### config.mk
export PLATFORM = sky130hd
export DESIGN_NAME = sfvg_queue
export DESIGN_NICKNAME = d
export VERILOG_FILES = /design/src/hw/rtl/sfvg_pkg.sv /design/src/hw/rtl/sfvg_queue.sv
export SDC_FILE = /design/constraint.sdc
export NUM_CORES = 1
export LEC_CHECK = 0
export ABC_AREA = 1
export BUFFER_PORTS_ARGS = -buffer_cell sky130_fd_sc_hd__buf_2
export CORE_MARGIN = 2
export CORE_UTILIZATION = 42
export CTS_BUF_LIST = sky130_fd_sc_hd__clkbuf_4 sky130_fd_sc_hd__clkbuf_8
export CTS_CLUSTER_DIAMETER = 150
export DETAILED_ROUTE_END_ITERATION = 8
export PLACE_DENSITY = 0.66
export SETUP_SLACK_MARGIN = 0.2
export SYNTH_ARGS = -nofsm -noshare
export SYNTH_HDL_FRONTEND = slang
export SYNTH_SLANG_ARGS = --single-unit
export TNS_END_PERCENT = 5
### constraint.sdc
create_clock -name i_clk -period 2.2 [get_ports i_clk]
set_clock_uncertainty 0.2 [all_clocks]
set_input_delay 0.11 -clock i_clk [delete_from_list [all_inputs] [get_ports i_clk]]
set_output_delay 0.11 -clock i_clk [all_outputs]
set_load 0.01 [all_outputs]
### src/hw/rtl/sfvg_pkg.sv
`timescale 1ns / 1ps
package sfvg_pkg;
    localparam int CoordFracBits = 8;
    localparam int CoefFracBits  = 14;
    localparam int NGlyph        = 101;
    localparam int MaxStk        = 14;
    localparam int GlyphW        = 7;
    localparam int StkW          = 4;

    localparam logic [2:0] REG_GRID_STEP = 3'd0;
    localparam logic [2:0] REG_M_XX      = 3'd1;
    localparam logic [2:0] REG_M_XY      = 3'd2;
    localparam logic [2:0] REG_M_YX      = 3'd3;
    localparam logic [2:0] REG_M_YY      = 3'd4;
    localparam logic [2:0] REG_ORIGIN_X  = 3'd5;
    localparam logic [2:0] REG_ORIGIN_Y  = 3'd6;

    typedef struct packed {
        logic [GlyphW-1:0] glyph;
        logic              end_str;
    } t_cmd;

    typedef struct packed {
        logic [19:0]        grid_step;
        logic signed [15:0] m_xx;
        logic signed [15:0] m_xy;
        logic signed [15:0] m_yx;
        logic signed [15:0] m_yy;
        logic signed [31:0] origin_x;
        logic signed [31:0] origin_y;
    } t_cfg;

    typedef struct packed {
        logic        pen_down;
        logic [31:0] out_x;
        logic [31:0] out_y;
        logic        last_of_char;
    } t_pt;

    typedef enum logic [1:0] {
        ST_IDLE,
        ST_ORIGIN,
        ST_STROKE,
        ST_ADV
    } t_bstate;

    // Stroke entry: [6:0] 11*col+row, [7] draw, [8] mirror y, [9] valid.
    function automatic logic [9:0] sm(input int c, input int r);
        return 10'h200 | 10'(11 * c + r);
    endfunction
    function automatic logic [9:0] sl(input int c, input int r);
        return 10'h280 | 10'(11 * c + r);
    endfunction
    function automatic logic [9:0] sln(input int c, input int r);
        return 10'h380 | 10'(11 * c + r);
    endfunction
    function automatic logic [9:0] smn(input int c, input int r);
        return 10'h300 | 10'(11 * c + r);
    endfunction

    typedef logic [9:0] t_row [MaxStk];

    function automatic t_row glyph_row(input logic [GlyphW-1:0] g);
        t_row r;
        for (int i = 0; i < MaxStk; i++) r[i] = 10'h000;
        case (g)
            7'd0: begin r[0]=sm(0,5);r[1]=sl(8,5);r[2]=sm(4,8);r[3]=sl(4,2); end
            7'd1: begin r[0]=sm(0,2);r[1]=sl(8,8);r[2]=sm(0,8);r[3]=sl(8,2); end
            7'd2: begin r[0]=sm(0,2);r[1]=sl(4,8);r[2]=sl(8,2);r[3]=sl(0,2); end
            7'd3: begin r[0]=sm(0,2);r[1]=sl(0,8);r[2]=sl(8,8);r[3]=sl(8,2);r[4]=sl(0,2); end
            7'd4: begin r[0]=sm(0,2);r[1]=sl(8,8);r[2]=sl(0,8);r[3]=sl(8,2);r[4]=sl(0,2); end
            7'd5: ;
            7'd6: r = '{sm(3,0),sl(5,2),sl(5,0),sl(3,2),sl(3,0),sm(4,4),sl(3,10),sl(5,10),
                        sl(4,4),sl(4,10),0,0,0,0};
            7'd7: r = '{sm(1,10),sl(3,10),sl(2,7),sl(1,10),sm(5,10),sl(7,10),sl(6,7),
                        sl(5,10),0,0,0,0,0,0};
            7'd8: r = '{sm(1,0),sl(3,9),sm(6,9),sl(4,0),sm(6,3),sl(0,3),sm(1,6),sl(7,6),
                        0,0,0,0,0,0};
            7'd9: r = '{sm(1,2),sl(1,1),sl(7,1),sl(7,5),sl(1,5),sl(1,9),sl(7,9),sl(7,8),
                        sm(4,10),sl(4,0),0,0,0,0};
            7'd10: r = '{sm(3,10),sl(3,7),sl(0,7),sl(0,10),sl(8,10),sl(0,0),sm(8,0),
                         sl(5,0),sl(5,3),sl(8,3),sl(8,0),0,0,0};
            7'd11: r = '{sm(7,3),sl(4,0),sl(1,0),sl(0,3),sl(5,8),sl(4,10),sl(3,10),
                         sl(1,8),sl(8,0),0,0,0,0,0};
            7'd12: r = '{sm(4,6),sl(5,10),sl(6,10),sl(4,6),0,0,0,0,0,0,0,0,0,0};
            7'd13: r = '{sm(5,0),sl(3,1),sl(2,4),sl(2,6),sl(3,9),sl(5,10),0,0,0,0,0,0,0,0};
            7'd14: r = '{sm(3,0),sl(5,1),sl(6,4),sl(6,6),sl(5,9),sl(3,10),0,0,0,0,0,0,0,0};
            7'd15: r = '{sm(4,2),sl(4,8),sm(6,7),sl(2,3),sm(6,3),sl(2,7),sm(1,5),sl(7,5),
                         0,0,0,0,0,0};
            7'd16: r = '{sm(1,5),sl(7,5),sm(4,8),sl(4,2),0,0,0,0,0,0,0,0,0,0};
            7'd17: r = '{sm(5,0),sl(3,2),sl(3,0),sl(5,2),sl(5,0),sln(2,2),sl(4,0),
                         0,0,0,0,0,0,0};
            7'd18: r = '{sm(1,5),sl(7,5),0,0,0,0,0,0,0,0,0,0,0,0};
            7'd19: r = '{sm(5,0),sl(3,2),sl(3,0),sl(5,2),sl(5,0),0,0,0,0,0,0,0,0,0};
            7'd20: r = '{sl(8,10),0,0,0,0,0,0,0,0,0,0,0,0,0};
            7'd21: r = '{sm(8,10),sl(0,0),sl(0,10),sl(8,10),sl(8,0),sl(0,0),0,0,0,0,0,0,0,0};
            7'd22: r = '{sm(4,0),sl(4,10),sl(2,8),0,0,0,0,0,0,0,0,0,0,0};
            7'd23: r = '{sm(0,6),sl(0,8),sl(3,10),sl(5,10),sl(8,8),sl(8,7),sl(0,2),sl(0,0),
                         sl(8,0),0,0,0,0,0};
            7'd24: r = '{sm(0,10),sl(8,10),sl(8,5),sl(0,5),sl(8,5),sl(8,0),sl(0,0),
                         0,0,0,0,0,0,0};
            7'd25: r = '{sm(0,10),sl(0,5),sl(8,5),sm(8,10),sl(8,0),0,0,0,0,0,0,0,0,0};
            7'd26: r = '{sm(8,10),sl(0,10),sl(0,5),sl(8,5),sl(8,0),sl(0,0),0,0,0,0,0,0,0,0};
            7'd27: r = '{sm(0,10),sl(0,0),sl(8,0),sl(8,5),sl(0,5),0,0,0,0,0,0,0,0,0};
            7'd28: r = '{sm(0,10),sl(8,10),sl(6,0),0,0,0,0,0,0,0,0,0,0,0};
            7'd29: r = '{sm(0,5),sl(0,0),sl(8,0),sl(8,5),sl(0,5),sl(0,10),sl(8,10),sl(8,5),
                         0,0,0,0,0,0};
            7'd30: r = '{sm(8,5),sl(0,5),sl(0,10),sl(8,10),sl(8,0),0,0,0,0,0,0,0,0,0};
            7'd31: r = '{sm(5,6),sl(3,8),sl(3,6),sl(5,8),sl(5,6),sm(5,0),sl(3,2),sl(3,0),
                         sl(5,2),sl(5,0),0,0,0,0};
            7'd32: r = '{sm(5,6),sl(3,8),sl(3,6),sl(5,8),sl(5,6),sm(5,0),sl(3,2),sl(3,0),
                         sl(5,2),sl(5,0),sln(2,2),sl(4,0),0,0};
            7'd33: r = '{sm(8,8),sl(0,5),sl(8,2),0,0,0,0,0,0,0,0,0,0,0};
            7'd34: r = '{sm(0,7),sl(8,7),sm(0,3),sl(8,3),0,0,0,0,0,0,0,0,0,0};
            7'd35: r = '{sm(0,8),sl(8,5),sl(0,2),0,0,0,0,0,0,0,0,0,0,0};
            7'd36: r = '{sm(3,0),sl(5,2),sl(5,0),sl(3,2),sl(3,0),sm(1,7),sl(1,9),sl(3,10),
                         sl(5,10),sl(7,9),sl(7,7),sl(4,5),sl(4,3),0};
            7'd37: r = '{sm(0,8),sl(2,10),sl(6,10),sl(8,8),sl(8,2),sl(6,0),sl(2,0),sl(1,1),
                         sl(1,4),sl(2,5),sl(4,5),sl(5,4),sl(5,0),0};
            7'd38: r = '{sl(0,8),sl(2,10),sl(6,10),sl(8,8),sl(8,0),sm(0,5),sl(8,5),
                         0,0,0,0,0,0,0};
            7'd39: r = '{sl(0,10),sl(5,10),sl(8,9),sl(8,6),sl(5,5),sl(0,5),sl(5,5),sl(8,4),
                         sl(8,1),sl(5,0),sl(0,0),0,0,0};
            7'd40: r = '{sm(8,2),sl(6,0),sl(2,0),sl(0,2),sl(0,8),sl(2,10),sl(6,10),sl(8,8),
                         0,0,0,0,0,0};
            7'd41: r = '{sl(0,10),sl(5,10),sl(8,8),sl(8,2),sl(5,0),sl(0,0),0,0,0,0,0,0,0,0};
            7'd42: r = '{sm(8,0),sl(0,0),sl(0,10),sl(8,10),sm(0,5),sl(5,5),0,0,0,0,0,0,0,0};
            7'd43: r = '{sl(0,10),sl(8,10),sm(0,5),sl(5,5),0,0,0,0,0,0,0,0,0,0};
            7'd44: r = '{sm(5,5),sl(8,5),sl(8,2),sl(6,0),sl(2,0),sl(0,2),sl(0,8),sl(2,10),
                         sl(6,10),sl(8,8),0,0,0,0};
            7'd45: r = '{sl(0,10),sm(8,10),sl(8,0),sm(0,6),sl(8,6),0,0,0,0,0,0,0,0,0};
            7'd46: r = '{sm(4,0),sl(6,0),sm(5,0),sl(5,10),sl(4,10),sl(6,10),0,0,0,0,0,0,0,0};
            7'd47: r = '{sm(0,2),sl(2,0),sl(5,0),sl(7,2),sl(7,10),sl(6,10),sl(8,10),
                         0,0,0,0,0,0,0};
            7'd48: r = '{sl(0,10),sm(0,5),sl(8,10),sm(3,7),sl(8,0),0,0,0,0,0,0,0,0,0};
            7'd49: r = '{sm(8,0),sl(0,0),sl(0,10),0,0,0,0,0,0,0,0,0,0,0};
            7'd50: r = '{sl(0,10),sl(4,5),sl(8,10),sl(8,10),sl(8,0),0,0,0,0,0,0,0,0,0};
            7'd51: r = '{sl(0,10),sl(8,0),sl(8,10),0,0,0,0,0,0,0,0,0,0,0};
            7'd52: r = '{sm(0,2),sl(0,8),sl(2,10),sl(6,10),sl(8,8),sl(8,2),sl(6,0),sl(2,0),
                         sl(0,2),0,0,0,0,0};
            7'd53: r = '{sl(0,10),sl(6,10),sl(8,9),sl(8,6),sl(6,5),sl(0,5),0,0,0,0,0,0,0,0};
            7'd54: r = '{sm(0,2),sl(0,8),sl(2,10),sl(6,10),sl(8,8),sl(8,2),sl(6,0),sl(2,0),
                         sl(0,2),sm(5,3),sl(8,0),0,0,0};
            7'd55: r = '{sl(0,10),sl(6,10),sl(8,8),sl(8,6),sl(6,5),sl(0,5),sm(5,5),sl(8,0),
                         0,0,0,0,0,0};
            7'd56: r = '{sm(0,1),sl(1,0),sl(6,0),sl(8,2),sl(8,4),sl(6,6),sl(2,6),sl(0,7),
                         sl(0,9),sl(1,10),sl(7,10),sl(8,9),0,0};
            7'd57: r = '{sm(4,0),sl(4,10),sm(0,10),sl(8,10),0,0,0,0,0,0,0,0,0,0};
            7'd58: r = '{sm(0,10),sl(0,2),sl(2,0),sl(6,0),sl(8,2),sl(8,10),0,0,0,0,0,0,0,0};
            7'd59: r = '{sm(0,10),sl(4,0),sl(8,10),0,0,0,0,0,0,0,0,0,0,0};
            7'd60: r = '{sm(0,10),sl(1,0),sl(4,4),sl(7,0),sl(8,10),0,0,0,0,0,0,0,0,0};
            7'd61: r = '{sl(8,10),sm(0,10),sl(8,0),0,0,0,0,0,0,0,0,0,0,0};
            7'd62: r = '{sm(0,10),sl(4,4),sl(8,10),sm(4,4),sl(4,0),0,0,0,0,0,0,0,0,0};
            7'd63: r = '{sm(0,10),sl(8,10),sl(0,0),sl(8,0),0,0,0,0,0,0,0,0,0,0};
            7'd64: r = '{sm(6,0),sl(4,0),sl(4,10),sl(6,10),0,0,0,0,0,0,0,0,0,0};
            7'd65: r = '{sm(0,10),sl(8,0),0,0,0,0,0,0,0,0,0,0,0,0};
            7'd66: r = '{sm(2,0),sl(4,0),sl(4,10),sl(2,10),0,0,0,0,0,0,0,0,0,0};
            7'd67: r = '{sm(4,0),sl(4,10),sm(2,8),sl(4,10),sl(6,8),0,0,0,0,0,0,0,0,0};
            7'd68: r = '{smn(0,1),sln(11,1),0,0,0,0,0,0,0,0,0,0,0,0};
            7'd69: r = '{sm(3,10),sl(5,6),sl(4,10),sl(3,10),0,0,0,0,0,0,0,0,0,0};
            7'd70: r = '{sm(0,5),sl(1,6),sl(6,6),sl(7,5),sl(7,1),sl(8,0),sm(7,1),sl(6,0),
                         sl(1,0),sl(0,1),sl(0,2),sl(1,3),sl(6,3),sl(7,2)};
            7'd71: r = '{sl(0,10),sm(8,3),sl(7,5),sl(4,6),sl(1,5),sl(0,3),sl(1,1),sl(4,0),
                         sl(7,1),sl(8,3),0,0,0,0};
            7'd72: r = '{sm(8,5),sl(7,6),sl(2,6),sl(0,4),sl(0,4),sl(0,2),sl(2,0),sl(7,0),
                         sl(8,1),0,0,0,0,0};
            7'd73: r = '{sm(8,0),sl(8,10),sm(8,3),sl(7,5),sl(4,6),sl(1,5),sl(0,3),sl(1,1),
                         sl(4,0),sl(7,1),sl(8,3),0,0,0};
            7'd74: r = '{sm(0,4),sl(1,3),sl(7,3),sl(8,4),sl(8,5),sl(7,6),sl(1,6),sl(0,5),
                         sl(0,1),sl(1,0),sl(7,0),sl(8,1),0,0};
            7'd75: r = '{sm(2,0),sl(2,9),sl(3,10),sl(5,10),sl(6,9),sm(1,5),sl(4,5),
                         0,0,0,0,0,0,0};
            7'd76: r = '{sm(8,6),sm(8,3),sl(7,5),sl(4,6),sl(1,5),sl(0,3),sl(1,1),sl(4,0),
                         sl(7,1),sl(8,3),sln(8,2),sln(7,3),sln(1,3),sln(0,2)};
            7'd77: r = '{sl(0,10),sm(0,4),sl(2,6),sl(6,6),sl(8,4),sl(8,0),0,0,0,0,0,0,0,0};
            7'd78: r = '{sm(4,0),sl(4,6),sl(3,6),sm(4,9),sl(4,8),sm(3,0),sl(5,0),
                         0,0,0,0,0,0,0};
            7'd79: r = '{sm(5,6),sl(6,6),sln(6,2),sln(5,3),sln(3,3),sln(2,2),0,0,0,0,0,0,0,0};
            7'd80: r = '{sl(2,0),sl(2,10),sl(0,10),sm(2,4),sl(4,4),sl(8,6),sm(4,4),sl(8,0),
                         0,0,0,0,0,0};
            7'd81: r = '{sm(3,10),sl(4,10),sl(4,2),sl(5,0),0,0,0,0,0,0,0,0,0,0};
            7'd82: r = '{sl(0,6),sm(0,5),sl(1,6),sl(3,6),sl(4,5),sl(4,0),sm(4,5),sl(5,6),
                         sl(7,6),sl(8,5),sl(8,0),0,0,0};
            7'd83: r = '{sl(0,6),sm(0,4),sl(2,6),sl(6,6),sl(8,4),sl(8,0),0,0,0,0,0,0,0,0};
            7'd84: r = '{sm(8,3),sl(7,5),sl(4,6),sl(1,5),sl(0,3),sl(1,1),sl(4,0),sl(7,1),
                         sl(8,3),0,0,0,0,0};
            7'd85: r = '{sm(0,6),sln(0,3),sm(8,3),sl(7,5),sl(4,6),sl(1,5),sl(0,3),sl(1,1),
                         sl(4,0),sl(7,1),sl(8,3),0,0,0};
            7'd86: r = '{sm(8,6),sm(8,3),sl(7,5),sl(4,6),sl(1,5),sl(0,3),sl(1,1),sl(4,0),
                         sl(7,1),sl(8,3),sln(8,3),sln(9,3),0,0};
            7'd87: r = '{sl(1,0),sl(1,6),sl(0,6),sm(1,4),sl(3,6),sl(6,6),sl(8,4),
                         0,0,0,0,0,0,0};
            7'd88: r = '{sm(0,1),sl(1,0),sl(7,0),sl(8,1),sl(7,2),sl(1,4),sl(0,5),sl(1,6),
                         sl(7,6),sl(8,5),0,0,0,0};
            7'd89: r = '{sm(7,1),sl(6,0),sl(4,0),sl(3,1),sl(3,10),sl(2,10),sm(1,5),sl(5,5),
                         0,0,0,0,0,0};
            7'd90: r = '{sm(0,6),sl(1,6),sl(1,1),sl(2,0),sl(6,0),sl(7,1),sl(7,6),sm(7,1),
                         sl(8,0),0,0,0,0,0};
            7'd91: r = '{sm(0,6),sl(4,0),sl(8,6),0,0,0,0,0,0,0,0,0,0,0};
            7'd92: r = '{sm(0,6),sl(0,5),sl(2,0),sl(4,5),sl(6,0),sl(8,5),sl(8,6),
                         0,0,0,0,0,0,0};
            7'd93: r = '{sl(8,6),sm(0,6),sl(8,0),0,0,0,0,0,0,0,0,0,0,0};
            7'd94: r = '{sm(0,6),sl(0,1),sl(1,0),sl(7,0),sl(8,1),sm(8,6),sln(8,2),sln(7,3),
                         sln(1,3),sln(0,2),0,0,0,0};
            7'd95: r = '{sm(0,6),sl(8,6),sl(0,0),sl(8,0),0,0,0,0,0,0,0,0,0,0};
            7'd96: r = '{sm(6,10),sl(5,10),sl(4,9),sl(4,6),sl(3,5),sl(4,4),sl(4,1),sl(5,0),
                         sl(6,0),0,0,0,0,0};
            7'd97: r = '{sm(4,4),sl(4,0),sl(5,0),sl(5,4),sl(4,4),sm(4,6),sl(4,10),sl(5,10),
                         sl(5,6),sl(4,6),0,0,0,0};
            7'd98: r = '{sm(2,0),sl(3,0),sl(4,1),sl(4,4),sl(5,5),sl(4,6),sl(4,9),sl(3,10),
                         sl(2,10),0,0,0,0,0};
            7'd99: r = '{sm(0,5),sl(1,6),sl(3,6),sl(5,4),sl(7,4),sl(8,5),0,0,0,0,0,0,0,0};
            7'd100: r = '{sm(0,2),sl(0,8),sl(8,8),sl(8,2),sl(0,2),0,0,0,0,0,0,0,0,0};
            default: ;
        endcase
        return r;
    endfunction

    // Token 11*col+row split by a small table.
    function automatic logic [7:0] tok_split(input logic [6:0] tok);
        logic [3:0] c;
        logic [3:0] rr;
        c  = 4'd0;
        rr = 4'd0;
        for (int k = 0; k < 12; k++) begin
            if (int'(tok) >= 11 * k && int'(tok) < 11 * k + 11) begin
                c  = 4'(k);
                rr = 4'(int'(tok) - 11 * k);
            end
        end
        return {c, rr};
    endfunction
endpackage

### src/hw/rtl/sfvg_queue.sv
`timescale 1ns / 1ps
module sfvg_queue (
    input  logic           i_clk,
    input  logic           i_rst_n,
    input  logic           i_push,
    input  sfvg_pkg::t_cmd i_cmd,
    output logic           o_full,
    input  logic           i_pop,
    output logic           o_empty,
    output sfvg_pkg::t_cmd o_cmd
);
    import sfvg_pkg::*;
    t_cmd       r_mem [2];
    logic       r_wp;
    logic       r_rp;
    logic [1:0] r_cnt;

    assign o_full  = (r_cnt == 2'd2);
    assign o_empty = (r_cnt == 2'd0);
    assign o_cmd   = r_mem[r_rp];

    always_ff @(posedge i_clk) begin
        if (!i_rst_n) begin
            r_wp  <= 1'b0;
            r_rp  <= 1'b0;
            r_cnt <= 2'd0;
        end else begin
            if (i_push) r_wp <= ~r_wp;
            if (i_pop) r_rp <= ~r_rp;
            r_cnt <= r_cnt + 2'(i_push) - 2'(i_pop);
        end
    end

    always_ff @(posedge i_clk) begin
        if (i_push) r_mem[r_wp] <= i_cmd;
    end
endmodule

==> metrics.md <==
| Metric | Value |
|---|---|
| Worst setup SP type | `flip-flop` |
| Clk Latency, worst-skew pair | `0.29 ns` |
| Worst Path Buf+Inv | `1` |
| Buffers on Ports | `21` |
| Synth Register Bits | `21` |
| Syn_nets | `72` |
| # diodes | `0` |
| Power density over cell area | `702.0 mW/mm2` |
| Pin count of the biggest net entering global routing | `12` |
| Depth of the CTS H-tree | `1` |
| Antenna violations before repair | `0` |
| Final period utilization | `0.7833` |
| Die X | `48.64 um` |
| Crit path max fanout | `8` |
| Worst EP required | `roughly 1.9 ns` |
| Gp weighted congestion | `roughly 0.69` |
| Total negative setup slack | `0 ns` |
| GRT Residual Overflow | `0` |
| Layout area overhead | `31.99%` |
| Worst path cell trace | `mux2_4 > buf_2` |
| Count of different cell masters after synthesis | `10` |
| RSZ-0062 raised after global routing | `no` |
| Global-route total usage across every layer | `0.1254` |
| Outcome | `finished, final reports clean` |
| Total iterations of the first detailed-routing run | `4` |
| Slowest stage cell, crit path | `dfxtp_1` |
| Total Wirelength | `1.259 mm` |
| Fmax | `580.3 MHz` |
| Cells after Synth | `58` |
| Worst reg2reg path depth | `8` |
| Register clock-pin slew on the reported worst setup and hold paths | `0.10 ns` |
| Vias per cell | `4.317` |
| Final ANT Viol Nets | `0` |
| DP Wirelength | `896.7 um` |
| Peak VDD IR | `between 0.0004 and 0.0005 V` |
| Final worst path period need | `1.723 ns` |
| Crit-path leading delay family | `flip-flops` |
| Synth area leader | `edfxtp_1` |
| CP endpoint | `o_cmd[7]` |
| Rows | `16` |
| Layout cell share with drive strength beyond 1 | `0.3548` |
| Worst path max stage delay | `0.65 ns` |
| # nets final | `108` |
| Initial core utilization | `0.4355` |
| Static leakage | `slightly below 0.5 nW` |
| Post-CTS Resized | `0` |
| Top cells by area, synth | `edfxtp_1, mux2_4, dfxtp_1` |
| Worst-Margin Slew | `0.6763 ns` |
| CTS root buf | `clkbuf_4` |
| Crit path DAT | `1.41 ns` |
| CP Class | `reg2out` |
| FF-to-FF setup slack | `~0.70 ns` |
| Yosys warns | `0` |
| Vias in the first global route | `between 500 and 600` |
| Fin. Hold Viols | `0` |
| Drt initial violations | `5` |
| First-pass GRT wire length | `2.201 mm` |
| Worst hold margin | `0.3099 ns` |
| Die extent in y | `48.64 um` |
| Mean Syn Cell Area | `14.43 um2` |
| Total Die Area | `0.002366 mm2` |
| WL/cell | `between 10 and 15 um` |
| Crit. path cell count | `2` |
| Hold Crit Class | `reg2reg` |
| CTS tree | `yes` |
| Slew margin rel. | `0.5475` |
| Sequential-to-total area share from yosys stat | `0.6936` |
| Slew Limit Fails | `0` |
| RR Startpoint | `r_cnt[0]` |
| Synth top area share | `0.5740` |
| Final setup fails | `0` |
| CTS Buffer Depth | `2` |
| Cell area after synthesis | `837.1 um2` |
| IO Count | `22` |
| Post-route DRC | `0` |
| Total CTS buffers | `3` |
| Worst Setup End Kind | `output port` |
| FF-to-FF End | `r_cnt[1]` |
| Core Area | `0.001922 mm2` |
| Clk sinks | `21` |
| Via count | `between 500 and 600` |
| Number of max-cap violations | `0` |
==> cell usage after synthesis <==
cell type	count
nor2_1	9
dfxtp_1	5
nand3_1	1
inv_1	7
edfxtp_1	16
a21oi_1	1
ha_1	2
mux2_4	8
nand2_1	8
buf_6	1
==> per-layer routing <==
metal  GRT usage  wire length, um  vias up  part of all wire
li1            -                -      264                 -
met1      0.1278              483      238              0.38
met2      0.2466              721       14              0.57
met3     0.02778               47        2             0.037
met4     0.04286                7        0            0.0056
met5           0                0        -                 0
==> report_power, final <==
group / leakage [nW] / switching [mW] / internal, mW
Combinational: 0.284 / 0.0553 / 0.0683
Clock: 0.0184 / 0.0999 / 0.0828
Sequential: 0.192 / 0.0154 / 0.454
==> worst min path at each step <==
stage	start	end	slack (ns)	depth (start not counted)
CTS	r_wp	r_wp	0.31	2
finish	r_wp	r_wp	0.31	2
floorplan	i_rst_n	r_cnt[0]	0.003	2
detailed placement	i_cmd[5]	r_mem[1][5]	0.10	1
global route	r_wp	r_wp	0.33	2
global placement	i_cmd[1]	r_mem[1][1]	0.1	1
==> cells in the final DEF, fill, tap and decap left out <==
cell type / instances
dfxtp_1: 5
ha_1: 2
mux2_4: 8
dlygate4sd3_1: 11
nand2_1: 8
inv_1: 7
buf_2: 21
clkbuf_4: 4
nand3_1: 1
nor2_1: 9
edfxtp_1: 16
a21oi_1: 1
==> worst reg2reg max path: stages, from the launching register on <==
cell and delay, ns:
dfxtp_1 0.37, inv_1 0.05, ha_1 0.26, inv_1 0.04, ha_1 0.19, inv_1 0.05
nand2_1 0.06, a21oi_1 0.12, nor2_1 0.06
==> state kept, by name (all words and copies together), names as in the netlist, named ones only <==
signal and cells:
r_cnt 2, r_wp 1, r_rp 1, r_mem 16
==> through the flow <==
stage                     std cells  setup slack (ns)  area, um2  total power [mW]  utilization
after floorplan                  58            0.8031      837.1            0.5477            -
after detailed placement        105            0.7025      964.7            0.5900       0.5020
after global placement          105            0.7568      964.7            0.5828       0.5020
after global routing            120            0.3800       1105            0.8158       0.5749
final                           120            0.4767       1105            0.7756       0.5749
after CTS                       121            0.2111       1115            0.7892       0.5801
==> cell families after synthesis <==
family / share of synthesized area
compound gates: 0.005973
fa+ha+maj: 0.02989
buf+inv: 0.04485
flops: 0.6936
mux: 0.1435
simple gates: 0.08221
==> layout make-up <==
cell class / instances / area [um2]
clock buffer: 4 / 30.03
fill: 170 / 817.0
inverter: 7 / 26.28
multi-input combinational: 29 / 219.0
sequential: 21 / 580.6
tap: 27 / 33.78
timing repair buffer: 32 / 215.2
==> timing repair <==
item	CTS	global route
endpoints found under the setup margin	0	1
hold buffers	12	0
endpoints found under the hold margin	21	0
setup buffers	0	0
Power figures use the tool's default switching activity.
