**config.mk**
```make
export PLATFORM = sky130hd
export DESIGN_NAME = sfvg_front_flat
export DESIGN_NICKNAME = d
export VERILOG_FILES = /design/src/hw/rtl/sfvg_pkg.sv /design/src/hw/rtl/sfvg_if.sv /design/src/hw/rtl/sfvg_front.sv /design/src/flat_wrapper.sv
export SDC_FILE = /design/constraint.sdc
export NUM_CORES = 1
export LEC_CHECK = 0
export BUFFER_PORTS_ARGS = -buffer_cell sky130_fd_sc_hd__buf_2
export CORE_AREA = 2 2 39 41
export DETAILED_ROUTE_END_ITERATION = 8
export DIE_AREA = 0 0 41 43
export GPL_TIMING_DRIVEN = 0
export SYNTH_ARGS = -nofsm -noshare
export SYNTH_HDL_FRONTEND = slang
export SYNTH_SLANG_ARGS = --single-unit
```
**constraint.sdc**
```tcl
create_clock -name vclk -period 1.5
set_input_delay 0.075 -clock vclk [all_inputs]
set_output_delay 0.075 -clock vclk [all_outputs]
set_load 0.05 [all_outputs]
```
**src/hw/rtl/sfvg_pkg.sv**
```systemverilog
`timescale 1ns / 1ps
package sfvg_pkg;
    localparam int CoordFracBits = 8;
    localparam int CoefFracBits  = 14;
    localparam int NGlyph        = 101;
    localparam int MaxStk        = 14;
    localparam int GlyphW        = 7;
    localparam int StkW          = 4;

    localparam logic [2:0] REG_GRID_STEP = 3'd0;
    localparam logic [2:0] REG_M_XX      = 3'd1;
    localparam logic [2:0] REG_M_XY      = 3'd2;
    localparam logic [2:0] REG_M_YX      = 3'd3;
    localparam logic [2:0] REG_M_YY      = 3'd4;
    localparam logic [2:0] REG_ORIGIN_X  = 3'd5;
    localparam logic [2:0] REG_ORIGIN_Y  = 3'd6;

    typedef struct packed {
        logic [GlyphW-1:0] glyph;
        logic              end_str;
    } t_cmd;

    typedef struct packed {
        logic [19:0]        grid_step;
        logic signed [15:0] m_xx;
        logic signed [15:0] m_xy;
        logic signed [15:0] m_yx;
        logic signed [15:0] m_yy;
        logic signed [31:0] origin_x;
        logic signed [31:0] origin_y;
    } t_cfg;

    typedef struct packed {
        logic        pen_down;
        logic [31:0] out_x;
        logic [31:0] out_y;
        logic        last_of_char;
    } t_pt;

    typedef enum logic [1:0] {
        ST_IDLE,
        ST_ORIGIN,
        ST_STROKE,
        ST_ADV
    } t_bstate;

    // Stroke entry: [6:0] 11*col+row, [7] draw, [8] mirror y, [9] valid.
    function automatic logic [9:0] sm(input int c, input int r);
        return 10'h200 | 10'(11 * c + r);
    endfunction
    function automatic logic [9:0] sl(input int c, input int r);
        return 10'h280 | 10'(11 * c + r);
    endfunction
    function automatic logic [9:0] sln(input int c, input int r);
        return 10'h380 | 10'(11 * c + r);
    endfunction
    function automatic logic [9:0] smn(input int c, input int r);
        return 10'h300 | 10'(11 * c + r);
    endfunction

    typedef logic [9:0] t_row [MaxStk];

    function automatic t_row glyph_row(input logic [GlyphW-1:0] g);
        t_row r;
        for (int i = 0; i < MaxStk; i++) r[i] = 10'h000;
        case (g)
            7'd0: begin r[0]=sm(0,5);r[1]=sl(8,5);r[2]=sm(4,8);r[3]=sl(4,2); end
            7'd1: begin r[0]=sm(0,2);r[1]=sl(8,8);r[2]=sm(0,8);r[3]=sl(8,2); end
            7'd2: begin r[0]=sm(0,2);r[1]=sl(4,8);r[2]=sl(8,2);r[3]=sl(0,2); end
            7'd3: begin r[0]=sm(0,2);r[1]=sl(0,8);r[2]=sl(8,8);r[3]=sl(8,2);r[4]=sl(0,2); end
            7'd4: begin r[0]=sm(0,2);r[1]=sl(8,8);r[2]=sl(0,8);r[3]=sl(8,2);r[4]=sl(0,2); end
            7'd5: ;
            7'd6: r = '{sm(3,0),sl(5,2),sl(5,0),sl(3,2),sl(3,0),sm(4,4),sl(3,10),sl(5,10),
                        sl(4,4),sl(4,10),0,0,0,0};
            7'd7: r = '{sm(1,10),sl(3,10),sl(2,7),sl(1,10),sm(5,10),sl(7,10),sl(6,7),
                        sl(5,10),0,0,0,0,0,0};
            7'd8: r = '{sm(1,0),sl(3,9),sm(6,9),sl(4,0),sm(6,3),sl(0,3),sm(1,6),sl(7,6),
                        0,0,0,0,0,0};
            7'd9: r = '{sm(1,2),sl(1,1),sl(7,1),sl(7,5),sl(1,5),sl(1,9),sl(7,9),sl(7,8),
                        sm(4,10),sl(4,0),0,0,0,0};
            7'd10: r = '{sm(3,10),sl(3,7),sl(0,7),sl(0,10),sl(8,10),sl(0,0),sm(8,0),
                         sl(5,0),sl(5,3),sl(8,3),sl(8,0),0,0,0};
            7'd11: r = '{sm(7,3),sl(4,0),sl(1,0),sl(0,3),sl(5,8),sl(4,10),sl(3,10),
                         sl(1,8),sl(8,0),0,0,0,0,0};
            7'd12: r = '{sm(4,6),sl(5,10),sl(6,10),sl(4,6),0,0,0,0,0,0,0,0,0,0};
            7'd13: r = '{sm(5,0),sl(3,1),sl(2,4),sl(2,6),sl(3,9),sl(5,10),0,0,0,0,0,0,0,0};
            7'd14: r = '{sm(3,0),sl(5,1),sl(6,4),sl(6,6),sl(5,9),sl(3,10),0,0,0,0,0,0,0,0};
            7'd15: r = '{sm(4,2),sl(4,8),sm(6,7),sl(2,3),sm(6,3),sl(2,7),sm(1,5),sl(7,5),
                         0,0,0,0,0,0};
            7'd16: r = '{sm(1,5),sl(7,5),sm(4,8),sl(4,2),0,0,0,0,0,0,0,0,0,0};
            7'd17: r = '{sm(5,0),sl(3,2),sl(3,0),sl(5,2),sl(5,0),sln(2,2),sl(4,0),
                         0,0,0,0,0,0,0};
            7'd18: r = '{sm(1,5),sl(7,5),0,0,0,0,0,0,0,0,0,0,0,0};
            7'd19: r = '{sm(5,0),sl(3,2),sl(3,0),sl(5,2),sl(5,0),0,0,0,0,0,0,0,0,0};
            7'd20: r = '{sl(8,10),0,0,0,0,0,0,0,0,0,0,0,0,0};
            7'd21: r = '{sm(8,10),sl(0,0),sl(0,10),sl(8,10),sl(8,0),sl(0,0),0,0,0,0,0,0,0,0};
            7'd22: r = '{sm(4,0),sl(4,10),sl(2,8),0,0,0,0,0,0,0,0,0,0,0};
            7'd23: r = '{sm(0,6),sl(0,8),sl(3,10),sl(5,10),sl(8,8),sl(8,7),sl(0,2),sl(0,0),
                         sl(8,0),0,0,0,0,0};
            7'd24: r = '{sm(0,10),sl(8,10),sl(8,5),sl(0,5),sl(8,5),sl(8,0),sl(0,0),
                         0,0,0,0,0,0,0};
            7'd25: r = '{sm(0,10),sl(0,5),sl(8,5),sm(8,10),sl(8,0),0,0,0,0,0,0,0,0,0};
            7'd26: r = '{sm(8,10),sl(0,10),sl(0,5),sl(8,5),sl(8,0),sl(0,0),0,0,0,0,0,0,0,0};
            7'd27: r = '{sm(0,10),sl(0,0),sl(8,0),sl(8,5),sl(0,5),0,0,0,0,0,0,0,0,0};
            7'd28: r = '{sm(0,10),sl(8,10),sl(6,0),0,0,0,0,0,0,0,0,0,0,0};
            7'd29: r = '{sm(0,5),sl(0,0),sl(8,0),sl(8,5),sl(0,5),sl(0,10),sl(8,10),sl(8,5),
                         0,0,0,0,0,0};
            7'd30: r = '{sm(8,5),sl(0,5),sl(0,10),sl(8,10),sl(8,0),0,0,0,0,0,0,0,0,0};
            7'd31: r = '{sm(5,6),sl(3,8),sl(3,6),sl(5,8),sl(5,6),sm(5,0),sl(3,2),sl(3,0),
                         sl(5,2),sl(5,0),0,0,0,0};
            7'd32: r = '{sm(5,6),sl(3,8),sl(3,6),sl(5,8),sl(5,6),sm(5,0),sl(3,2),sl(3,0),
                         sl(5,2),sl(5,0),sln(2,2),sl(4,0),0,0};
            7'd33: r = '{sm(8,8),sl(0,5),sl(8,2),0,0,0,0,0,0,0,0,0,0,0};
            7'd34: r = '{sm(0,7),sl(8,7),sm(0,3),sl(8,3),0,0,0,0,0,0,0,0,0,0};
            7'd35: r = '{sm(0,8),sl(8,5),sl(0,2),0,0,0,0,0,0,0,0,0,0,0};
            7'd36: r = '{sm(3,0),sl(5,2),sl(5,0),sl(3,2),sl(3,0),sm(1,7),sl(1,9),sl(3,10),
                         sl(5,10),sl(7,9),sl(7,7),sl(4,5),sl(4,3),0};
            7'd37: r = '{sm(0,8),sl(2,10),sl(6,10),sl(8,8),sl(8,2),sl(6,0),sl(2,0),sl(1,1),
                         sl(1,4),sl(2,5),sl(4,5),sl(5,4),sl(5,0),0};
            7'd38: r = '{sl(0,8),sl(2,10),sl(6,10),sl(8,8),sl(8,0),sm(0,5),sl(8,5),
                         0,0,0,0,0,0,0};
            7'd39: r = '{sl(0,10),sl(5,10),sl(8,9),sl(8,6),sl(5,5),sl(0,5),sl(5,5),sl(8,4),
                         sl(8,1),sl(5,0),sl(0,0),0,0,0};
            7'd40: r = '{sm(8,2),sl(6,0),sl(2,0),sl(0,2),sl(0,8),sl(2,10),sl(6,10),sl(8,8),
                         0,0,0,0,0,0};
            7'd41: r = '{sl(0,10),sl(5,10),sl(8,8),sl(8,2),sl(5,0),sl(0,0),0,0,0,0,0,0,0,0};
            7'd42: r = '{sm(8,0),sl(0,0),sl(0,10),sl(8,10),sm(0,5),sl(5,5),0,0,0,0,0,0,0,0};
            7'd43: r = '{sl(0,10),sl(8,10),sm(0,5),sl(5,5),0,0,0,0,0,0,0,0,0,0};
            7'd44: r = '{sm(5,5),sl(8,5),sl(8,2),sl(6,0),sl(2,0),sl(0,2),sl(0,8),sl(2,10),
                         sl(6,10),sl(8,8),0,0,0,0};
            7'd45: r = '{sl(0,10),sm(8,10),sl(8,0),sm(0,6),sl(8,6),0,0,0,0,0,0,0,0,0};
            7'd46: r = '{sm(4,0),sl(6,0),sm(5,0),sl(5,10),sl(4,10),sl(6,10),0,0,0,0,0,0,0,0};
            7'd47: r = '{sm(0,2),sl(2,0),sl(5,0),sl(7,2),sl(7,10),sl(6,10),sl(8,10),
                         0,0,0,0,0,0,0};
            7'd48: r = '{sl(0,10),sm(0,5),sl(8,10),sm(3,7),sl(8,0),0,0,0,0,0,0,0,0,0};
            7'd49: r = '{sm(8,0),sl(0,0),sl(0,10),0,0,0,0,0,0,0,0,0,0,0};
            7'd50: r = '{sl(0,10),sl(4,5),sl(8,10),sl(8,10),sl(8,0),0,0,0,0,0,0,0,0,0};
            7'd51: r = '{sl(0,10),sl(8,0),sl(8,10),0,0,0,0,0,0,0,0,0,0,0};
            7'd52: r = '{sm(0,2),sl(0,8),sl(2,10),sl(6,10),sl(8,8),sl(8,2),sl(6,0),sl(2,0),
                         sl(0,2),0,0,0,0,0};
            7'd53: r = '{sl(0,10),sl(6,10),sl(8,9),sl(8,6),sl(6,5),sl(0,5),0,0,0,0,0,0,0,0};
            7'd54: r = '{sm(0,2),sl(0,8),sl(2,10),sl(6,10),sl(8,8),sl(8,2),sl(6,0),sl(2,0),
                         sl(0,2),sm(5,3),sl(8,0),0,0,0};
            7'd55: r = '{sl(0,10),sl(6,10),sl(8,8),sl(8,6),sl(6,5),sl(0,5),sm(5,5),sl(8,0),
                         0,0,0,0,0,0};
            7'd56: r = '{sm(0,1),sl(1,0),sl(6,0),sl(8,2),sl(8,4),sl(6,6),sl(2,6),sl(0,7),
                         sl(0,9),sl(1,10),sl(7,10),sl(8,9),0,0};
            7'd57: r = '{sm(4,0),sl(4,10),sm(0,10),sl(8,10),0,0,0,0,0,0,0,0,0,0};
            7'd58: r = '{sm(0,10),sl(0,2),sl(2,0),sl(6,0),sl(8,2),sl(8,10),0,0,0,0,0,0,0,0};
            7'd59: r = '{sm(0,10),sl(4,0),sl(8,10),0,0,0,0,0,0,0,0,0,0,0};
            7'd60: r = '{sm(0,10),sl(1,0),sl(4,4),sl(7,0),sl(8,10),0,0,0,0,0,0,0,0,0};
            7'd61: r = '{sl(8,10),sm(0,10),sl(8,0),0,0,0,0,0,0,0,0,0,0,0};
            7'd62: r = '{sm(0,10),sl(4,4),sl(8,10),sm(4,4),sl(4,0),0,0,0,0,0,0,0,0,0};
            7'd63: r = '{sm(0,10),sl(8,10),sl(0,0),sl(8,0),0,0,0,0,0,0,0,0,0,0};
            7'd64: r = '{sm(6,0),sl(4,0),sl(4,10),sl(6,10),0,0,0,0,0,0,0,0,0,0};
            7'd65: r = '{sm(0,10),sl(8,0),0,0,0,0,0,0,0,0,0,0,0,0};
            7'd66: r = '{sm(2,0),sl(4,0),sl(4,10),sl(2,10),0,0,0,0,0,0,0,0,0,0};
            7'd67: r = '{sm(4,0),sl(4,10),sm(2,8),sl(4,10),sl(6,8),0,0,0,0,0,0,0,0,0};
            7'd68: r = '{smn(0,1),sln(11,1),0,0,0,0,0,0,0,0,0,0,0,0};
            7'd69: r = '{sm(3,10),sl(5,6),sl(4,10),sl(3,10),0,0,0,0,0,0,0,0,0,0};
            7'd70: r = '{sm(0,5),sl(1,6),sl(6,6),sl(7,5),sl(7,1),sl(8,0),sm(7,1),sl(6,0),
                         sl(1,0),sl(0,1),sl(0,2),sl(1,3),sl(6,3),sl(7,2)};
            7'd71: r = '{sl(0,10),sm(8,3),sl(7,5),sl(4,6),sl(1,5),sl(0,3),sl(1,1),sl(4,0),
                         sl(7,1),sl(8,3),0,0,0,0};
            7'd72: r = '{sm(8,5),sl(7,6),sl(2,6),sl(0,4),sl(0,4),sl(0,2),sl(2,0),sl(7,0),
                         sl(8,1),0,0,0,0,0};
            7'd73: r = '{sm(8,0),sl(8,10),sm(8,3),sl(7,5),sl(4,6),sl(1,5),sl(0,3),sl(1,1),
                         sl(4,0),sl(7,1),sl(8,3),0,0,0};
            7'd74: r = '{sm(0,4),sl(1,3),sl(7,3),sl(8,4),sl(8,5),sl(7,6),sl(1,6),sl(0,5),
                         sl(0,1),sl(1,0),sl(7,0),sl(8,1),0,0};
            7'd75: r = '{sm(2,0),sl(2,9),sl(3,10),sl(5,10),sl(6,9),sm(1,5),sl(4,5),
                         0,0,0,0,0,0,0};
            7'd76: r = '{sm(8,6),sm(8,3),sl(7,5),sl(4,6),sl(1,5),sl(0,3),sl(1,1),sl(4,0),
                         sl(7,1),sl(8,3),sln(8,2),sln(7,3),sln(1,3),sln(0,2)};
            7'd77: r = '{sl(0,10),sm(0,4),sl(2,6),sl(6,6),sl(8,4),sl(8,0),0,0,0,0,0,0,0,0};
            7'd78: r = '{sm(4,0),sl(4,6),sl(3,6),sm(4,9),sl(4,8),sm(3,0),sl(5,0),
                         0,0,0,0,0,0,0};
            7'd79: r = '{sm(5,6),sl(6,6),sln(6,2),sln(5,3),sln(3,3),sln(2,2),0,0,0,0,0,0,0,0};
            7'd80: r = '{sl(2,0),sl(2,10),sl(0,10),sm(2,4),sl(4,4),sl(8,6),sm(4,4),sl(8,0),
                         0,0,0,0,0,0};
            7'd81: r = '{sm(3,10),sl(4,10),sl(4,2),sl(5,0),0,0,0,0,0,0,0,0,0,0};
            7'd82: r = '{sl(0,6),sm(0,5),sl(1,6),sl(3,6),sl(4,5),sl(4,0),sm(4,5),sl(5,6),
                         sl(7,6),sl(8,5),sl(8,0),0,0,0};
            7'd83: r = '{sl(0,6),sm(0,4),sl(2,6),sl(6,6),sl(8,4),sl(8,0),0,0,0,0,0,0,0,0};
            7'd84: r = '{sm(8,3),sl(7,5),sl(4,6),sl(1,5),sl(0,3),sl(1,1),sl(4,0),sl(7,1),
                         sl(8,3),0,0,0,0,0};
            7'd85: r = '{sm(0,6),sln(0,3),sm(8,3),sl(7,5),sl(4,6),sl(1,5),sl(0,3),sl(1,1),
                         sl(4,0),sl(7,1),sl(8,3),0,0,0};
            7'd86: r = '{sm(8,6),sm(8,3),sl(7,5),sl(4,6),sl(1,5),sl(0,3),sl(1,1),sl(4,0),
                         sl(7,1),sl(8,3),sln(8,3),sln(9,3),0,0};
            7'd87: r = '{sl(1,0),sl(1,6),sl(0,6),sm(1,4),sl(3,6),sl(6,6),sl(8,4),
                         0,0,0,0,0,0,0};
            7'd88: r = '{sm(0,1),sl(1,0),sl(7,0),sl(8,1),sl(7,2),sl(1,4),sl(0,5),sl(1,6),
                         sl(7,6),sl(8,5),0,0,0,0};
            7'd89: r = '{sm(7,1),sl(6,0),sl(4,0),sl(3,1),sl(3,10),sl(2,10),sm(1,5),sl(5,5),
                         0,0,0,0,0,0};
            7'd90: r = '{sm(0,6),sl(1,6),sl(1,1),sl(2,0),sl(6,0),sl(7,1),sl(7,6),sm(7,1),
                         sl(8,0),0,0,0,0,0};
            7'd91: r = '{sm(0,6),sl(4,0),sl(8,6),0,0,0,0,0,0,0,0,0,0,0};
            7'd92: r = '{sm(0,6),sl(0,5),sl(2,0),sl(4,5),sl(6,0),sl(8,5),sl(8,6),
                         0,0,0,0,0,0,0};
            7'd93: r = '{sl(8,6),sm(0,6),sl(8,0),0,0,0,0,0,0,0,0,0,0,0};
            7'd94: r = '{sm(0,6),sl(0,1),sl(1,0),sl(7,0),sl(8,1),sm(8,6),sln(8,2),sln(7,3),
                         sln(1,3),sln(0,2),0,0,0,0};
            7'd95: r = '{sm(0,6),sl(8,6),sl(0,0),sl(8,0),0,0,0,0,0,0,0,0,0,0};
            7'd96: r = '{sm(6,10),sl(5,10),sl(4,9),sl(4,6),sl(3,5),sl(4,4),sl(4,1),sl(5,0),
                         sl(6,0),0,0,0,0,0};
            7'd97: r = '{sm(4,4),sl(4,0),sl(5,0),sl(5,4),sl(4,4),sm(4,6),sl(4,10),sl(5,10),
                         sl(5,6),sl(4,6),0,0,0,0};
            7'd98: r = '{sm(2,0),sl(3,0),sl(4,1),sl(4,4),sl(5,5),sl(4,6),sl(4,9),sl(3,10),
                         sl(2,10),0,0,0,0,0};
            7'd99: r = '{sm(0,5),sl(1,6),sl(3,6),sl(5,4),sl(7,4),sl(8,5),0,0,0,0,0,0,0,0};
            7'd100: r = '{sm(0,2),sl(0,8),sl(8,8),sl(8,2),sl(0,2),0,0,0,0,0,0,0,0,0};
            default: ;
        endcase
        return r;
    endfunction

    // Token 11*col+row split by a small table.
    function automatic logic [7:0] tok_split(input logic [6:0] tok);
        logic [3:0] c;
        logic [3:0] rr;
        c  = 4'd0;
        rr = 4'd0;
        for (int k = 0; k < 12; k++) begin
            if (int'(tok) >= 11 * k && int'(tok) < 11 * k + 11) begin
                c  = 4'(k);
                rr = 4'(int'(tok) - 11 * k);
            end
        end
        return {c, rr};
    endfunction
endpackage

```
**src/hw/rtl/sfvg_if.sv**
```systemverilog
`timescale 1ns / 1ps
interface sfvg_char_if;
    logic       valid;
    logic       ready;
    logic [7:0] char_code;
    modport source (output valid, output char_code, input ready);
    modport sink (input valid, input char_code, output ready);
endinterface


```
**src/hw/rtl/sfvg_front.sv**
```systemverilog
`timescale 1ns / 1ps
module sfvg_front (
    sfvg_char_if.sink           i_char,
    output logic                o_push,
    output sfvg_pkg::t_cmd      o_cmd,
    input  logic                i_full
);
    import sfvg_pkg::*;
    logic [6:0] c;

    assign i_char.ready = !i_full;
    assign o_push       = i_char.valid && !i_full;
    assign c            = i_char.char_code[6:0];

    always_comb begin
        o_cmd.end_str = (i_char.char_code == 8'd0);
        if (c >= 7'd1 && c <= 7'd5) begin
            o_cmd.glyph = c - 7'd1;
        end else if (c >= 7'd32) begin
            o_cmd.glyph = c - 7'd27;
        end else begin
            o_cmd.glyph = 7'd36;
        end
    end
endmodule

```
**src/flat_wrapper.sv**
```systemverilog
// flat-port wrapper written by rule: the top's interface ports become plain ports
module sfvg_front_flat import sfvg_pkg::*;
  (o_push, o_cmd, i_full, i_char_valid, i_char_char_code, i_char_ready);
  sfvg_char_if i_char_i ();
  output logic o_push;
  output sfvg_pkg::t_cmd o_cmd;
  input  logic i_full;
  input wire logic [$bits(i_char_i.valid)-1:0] i_char_valid;
  input wire logic [$bits(i_char_i.char_code)-1:0] i_char_char_code;
  output wire logic [$bits(i_char_i.ready)-1:0] i_char_ready;
  assign i_char_i.valid = i_char_valid;
  assign i_char_i.char_code = i_char_char_code;
  assign i_char_ready = i_char_i.ready;
  sfvg_front u_core (.i_char(i_char_i), .o_push(o_push), .o_cmd(o_cmd), .i_full(i_full));
endmodule
```
==> results.sh, run 1 <==
export IMPL_outcome="complete, no violations"
export IMPL_hold_path_class="in -> out"
export IMPL_timing_critical_path_from="i_char_char_code[0]"
export IMPL_n_antenna_cell=0
export IMPL_grtUsageTotal=0.105
export IMPL_crit_required_ns=1.42
export IMPL_ir_drop_v=0.000164
export IMPL_ant_nets=0
export IMPL_start_util=0.245
export IMPL_netlist_cell_type_count=27
export IMPL_clock_buffers=0
export IMPL_syn_area_um2=339
export IMPL_wl_um=921
export IMPL_core_area_mm2=0.00138
export IMPL_drc=0
export IMPL_pwr_share_clk=0
export IMPL_dr_pass1_iters=4
export IMPL_synth_most_common_cell="o21ai_0"
export IMPL_finalSetupTns_ns=0
export IMPL_synth_compound_area_share=0.277
export IMPL_p_int_uw=86.9
export IMPL_fp_row_count=14
export IMPL_portBuffers=18
export IMPL_critPathCaptureType="output port"
export IMPL_switching_share=0.624
export IMPL_yosysSeqAreaShare=0
export IMPL_grt_first_pass_wirelength_mm=1.41
export IMPL_final_hold_viol_count=0
export IMPL_yosysTopAreaCell="ha_1"
export IMPL_ys_top_cells_by_count="o21ai_0, ha_1, inv_1, nor2_1"
export IMPL_netlist_area_leader_share=0.148
export IMPL_stdcell_area_um2=578
export IMPL_fin_crit_sh=0.996
export IMPL_viasPerCell=5.05
export IMPL_crit_type="in -> out"
export IMPL_power_density_mw_per_mm2=400
export IMPL_post_dp_hpwl_um=662
export IMPL_min_period_ns=1.49
export IMPL_worstPathMaxFanout=8
export IMPL_maxSlewViolCount=0
export IMPL_synth_nets=59
export IMPL_ctsHoldBuffers=0
export IMPL_regArea_um2=0
export IMPL_ys_warn_count=0
export IMPL_grt_max_degree=11
export IMPL_drive_gt1_frac=0.530
export IMPL_grt_overflow=0
export IMPL_fin_nets=82
export IMPL_final_fill_count=144
export IMPL_synth_simple_area_share=0.369
export IMPL_vias=414
export IMPL_die_w_um=41
export IMPL_wl_per_cell_um=11.2
export IMPL_max_freq_ghz=0.669
export IMPL_switchingPower_uw=144
export IMPL_post_dp_cell_area_um2=467
export IMPL_comb_power_share=1.000
export IMPL_area_growth_pct=70.5
export IMPL_synth_top_family_by_area="simple AND/OR/NAND/NOR gates"
export IMPL_setup_viol=0
export IMPL_seq_cells=0
export IMPL_die_h_um=43
export IMPL_ioPinCount=20
export IMPL_globalplace_congestion=0.745
export IMPL_tightest_slew_ns=0.393
export IMPL_power_frac_seq=0
export IMPL_antenna_found_initial=0
export IMPL_synth_fa_ha_area_frac=0.148
export IMPL_drt_initial_drc_count=3
export IMPL_max_slew_margin=0.737
export IMPL_synth_xor_area_frac=0.103
export IMPL_critical_path_endpoint="o_cmd[5]"
export IMPL_syn_inst=45
export IMPL_grt_pass1_vias=332
export IMPL_cellLeakagePower_uw=0.000256
export IMPL_muxShareOfSynthArea=0
export IMPL_rsz0062_at_grt="yes"
export IMPL_synth_area_leaders="ha_1, o21ai_0, o211a_1"
export IMPL_worstPathArrival_ns=1.42
export IMPL_start_kind="input port"
export IMPL_synth_avg_cell_area_um2=7.54
export IMPL_p_total_uw=231
export IMPL_dieArea_mm2=0.00176
export IMPL_cap_violations=0
-- stage by stage --
stage,hold slack [ns],cells,worst slack (ns),util
2_1_floorplan,0.220,45,-0.150,-
3_3_place_gp,0.457,79,-0.385,0.337
3_5_place_dp,0.464,79,-0.369,0.337
4_1_cts,0.433,82,0.00219,0.409
5_1_grt,0.434,82,-0.0385,0.418
6_report,0.424,82,0.00580,0.418
-- cell type report --
type,count,area (um2),share of cell area
buffer,3,23.8,0.0411
inverter,3,16.3,0.0281
multi-input combinational,39,348,0.602
tap,16,20.0,0.0346
timing repair buffer,21,170,0.294
-- critical path, stage by stage --
cell	delay, ns
buf_12	0.11
ha_4	0.15
or4_4	0.50
o211ai_1	0.14
buf_4	0.19
o22ai_2	0.08
buf_6	0.17
-- logic make-up (layout without fill, tap and decap cells) --
group,after synthesis,in the layout
buffers and inverters,6,27
AOI/OAI and AO/OA,14,14
xor gates and xnor gates,4,4
and+or+nand+nor,17,17
adders and majority gates,4,4
-- routing by layer --
layer  track usage  up-vias  routed length [um]
met5             0        -                   0
met4             0        0                   0
met3             0        0                  57
met2         0.153       11                 428
met1         0.177      189                 435
li1              -      214                   -
-- repair_timing --
item                                   in CTS  in global routing
setup endpoints to repair                   5                  4
endpoints found under the hold margin       0                  0
pin swaps                                   3                  1
buffers inserted                            3                  0
gates resized for setup                    22                  3
-- power by group through the flow --
stage	Clock, uW	Sequential, uW	Combinational [uW]
global placement	0	0	193
floorplan	0	0	146
finish	0	0	231
detailed placement	0	0	193
CTS	0	0	226
global route	0	0	248
-- worst min path at each step --
stage / start / endpoint / slack, ns / depth (start not counted)
after floorplan: i_char_char_code[7] / o_cmd[0] / 0.22 / 1
after global placement: i_full / i_char_ready / 0.46 / 3
after detailed placement: i_full / i_char_ready / 0.46 / 3
after CTS: i_char_char_code[0] / o_cmd[1] / 0.43 / 3
after global routing: i_char_char_code[0] / o_cmd[1] / 0.43 / 3
final: i_char_char_code[0] / o_cmd[1] / 0.42 / 3
-- cells in the final DEF (no fill, tap or decap), types with 2 or more instances in the layout --
cell     netlist  routed
buf_6          1       5
nor4b_1        2       2
inv_1          3       2
xnor2_1        2       2
buf_4          1       5
buf_12         0       2
buf_2          1      12
o21ai_0        6       4
or4_4          1       2
nor2_1         3       3
ha_1           4       3
xor2_1         2       2
Note: power is estimated with default switching activity, not from simulation.
==> run 2: changes to the inputs <==
- PLACE_DENSITY_LB_ADDON: unset -> 0.05
==> run 2 against run 1 <==
Sequential share of layout area did not move; non-clock buffer count rose by 2; critical path type unchanged; critical endpoint unchanged; core utilization rose by 1.6 points.
==> results.sh, run 2 (same netlist as run 1, synthesis figures left out) <==
export IMPL_tightest_slew_ns=0.420
export IMPL_worstHoldStart="i_full"
export IMPL_grt_pass1_vias=407
export IMPL_cellLeakagePower_uw=0.000268
export IMPL_outcome="complete, no violations"
export IMPL_start_util=0.245
export IMPL_cap_violations=0
export IMPL_final_hold_viol_count=0
export IMPL_power_frac_seq=0
export IMPL_drive_gt1_frac=0.574
export IMPL_comb_power_share=1.000
export IMPL_max_slew_margin=0.716
export IMPL_top_layer="met3"
export IMPL_critPathTopFamily="buffers and inverters"
export IMPL_p_int_uw=90.4
export IMPL_core_area_mm2=0.00138
export IMPL_viasPerCell=5.12
export IMPL_regArea_um2=0
export IMPL_finalSetupTns_ns=0
export IMPL_crit_path_top_delay_cell="or4_4"
export IMPL_globalplace_congestion=0.687
export IMPL_hold_path_class="in -> out"
export IMPL_crit_type="in -> out"
export IMPL_wl_met1_um=515
export IMPL_grtUsageTotal=0.136
export IMPL_switching_share=0.622
export IMPL_crit_required_ns=1.42
export IMPL_dieArea_mm2=0.00176
export IMPL_wl_mm=1.08
export IMPL_vias=430
export IMPL_grt_overflow=0
export IMPL_dr_pass1_iters=3
export IMPL_n_antenna_cell=0
export IMPL_ir_drop_v=0.000173
export IMPL_grt_first_pass_wirelength_mm=1.79
export IMPL_post_dp_hpwl_um=753
export IMPL_final_fill_count=155
export IMPL_instances_no_fill=84
export IMPL_wl_per_cell_um=12.8
export IMPL_fin_nets=84
export IMPL_clock_buffers=0
export IMPL_crit_chain="buf_8 -> inv_6 -> ha_4 -> or4_4 -> o211ai_1 -> buf_4 -> o22ai_2 -> buf_6"
export IMPL_worstPathMaxFanout=4
export IMPL_layout_common_cells="buf_2, buf_6, buf_4, o21ai_0"
export IMPL_cpPeakStageDelay_ns=0.47
export IMPL_worstPathArrival_ns=1.42
export IMPL_utilization=0.434
export IMPL_cp_depth=8
export IMPL_maxSlewViolCount=0
export IMPL_met2WireLength_um=502
export IMPL_whs_path_depth=3
export IMPL_die_w_um=41
export IMPL_ioPinCount=20
export IMPL_area_growth_pct=77.1
export IMPL_seq_cells=0
export IMPL_min_period_ns=1.49
export IMPL_antenna_found_initial=0
export IMPL_drt_initial_drc_count=3
export IMPL_setup_viol=0
export IMPL_grt_max_degree=11
export IMPL_fin_crit_sh=0.995
export IMPL_dr_wl_met3_um=58
export IMPL_critPathCaptureType="output port"
export IMPL_max_freq_ghz=0.670
export IMPL_fp_row_count=14
export IMPL_power_density_mw_per_mm2=398
export IMPL_start_kind="input port"
export IMPL_drc=0
export IMPL_ant_nets=0
export IMPL_ctsHoldBuffers=0
export IMPL_pwr_share_clk=0
export IMPL_mostFrequentLayoutCell="buf_2"
export IMPL_switchingPower_uw=149
export IMPL_dp_cells=79
export IMPL_worstHoldEndpoint="i_char_ready"
export IMPL_portBuffers=18
export IMPL_critPathBufInv=4
export IMPL_rsz0062_at_grt="yes"
export IMPL_p_total_uw=239
export IMPL_die_h_um=43
-- run 2: worst max path at each step --
stage	startpoint	to	slack [ns]
global placement	i_char_char_code[1]	o_cmd[6]	-0.41
CTS	i_char_char_code[1]	o_cmd[5]	-0.003
floorplan	i_char_char_code[4]	o_cmd[1]	-0.15
detailed placement	i_char_char_code[1]	o_cmd[6]	-0.38
global route	i_char_char_code[1]	o_cmd[5]	-0.06
finish	i_char_char_code[1]	o_cmd[5]	0.008
-- run 2: tightest hold or removal path, cell delays in order --
cell,delay [ns]
buf_2,0.09
inv_1,0.03
buf_2,0.20
-- run 2: metal layers --
layer	up-vias	global-route usage
li1	216	-
met1	202	0.215
met2	12	0.213
met3	0	0
met4	0	0
met5	-	0
-- run 2: per-stage QoR --
step / hold WS [ns] / worst slack (ns) / cell area, um2
after floorplan: 0.220 / -0.150 / 357
after global placement: 0.458 / -0.410 / 467
after detailed placement: 0.463 / -0.384 / 467
after CTS: 0.463 / -0.00270 / 581
after global routing: 0.476 / -0.0606 / 601
final: 0.464 / 0.00798 / 601
-- run 2: power by group through the flow --
stage | sequential (uW) | clock, uW | combinational, uW
2_1_floorplan | 0 | 0 | 146
3_3_place_gp | 0 | 0 | 196
3_5_place_dp | 0 | 0 | 195
4_1_cts | 0 | 0 | 233
5_1_grt | 0 | 0 | 254
6_report | 0 | 0 | 239
-- run 2: layout make-up --
cell class	instances	area, um2	share of cell area
well taps	16	20.0	0.0333
repair buffers	23	184	0.306
multi-input cells	39	357	0.594
inverters	3	16.3	0.0271
plain buffers	3	23.8	0.0396
-- run 2: what timing repair did --
action                                  4_1_cts  5_1_grt
pin swaps                                     3        5
endpoints found under the setup margin        5        5
resized for setup                            22        5
buffers inserted                              5        0
endpoints found under the hold margin         0        0
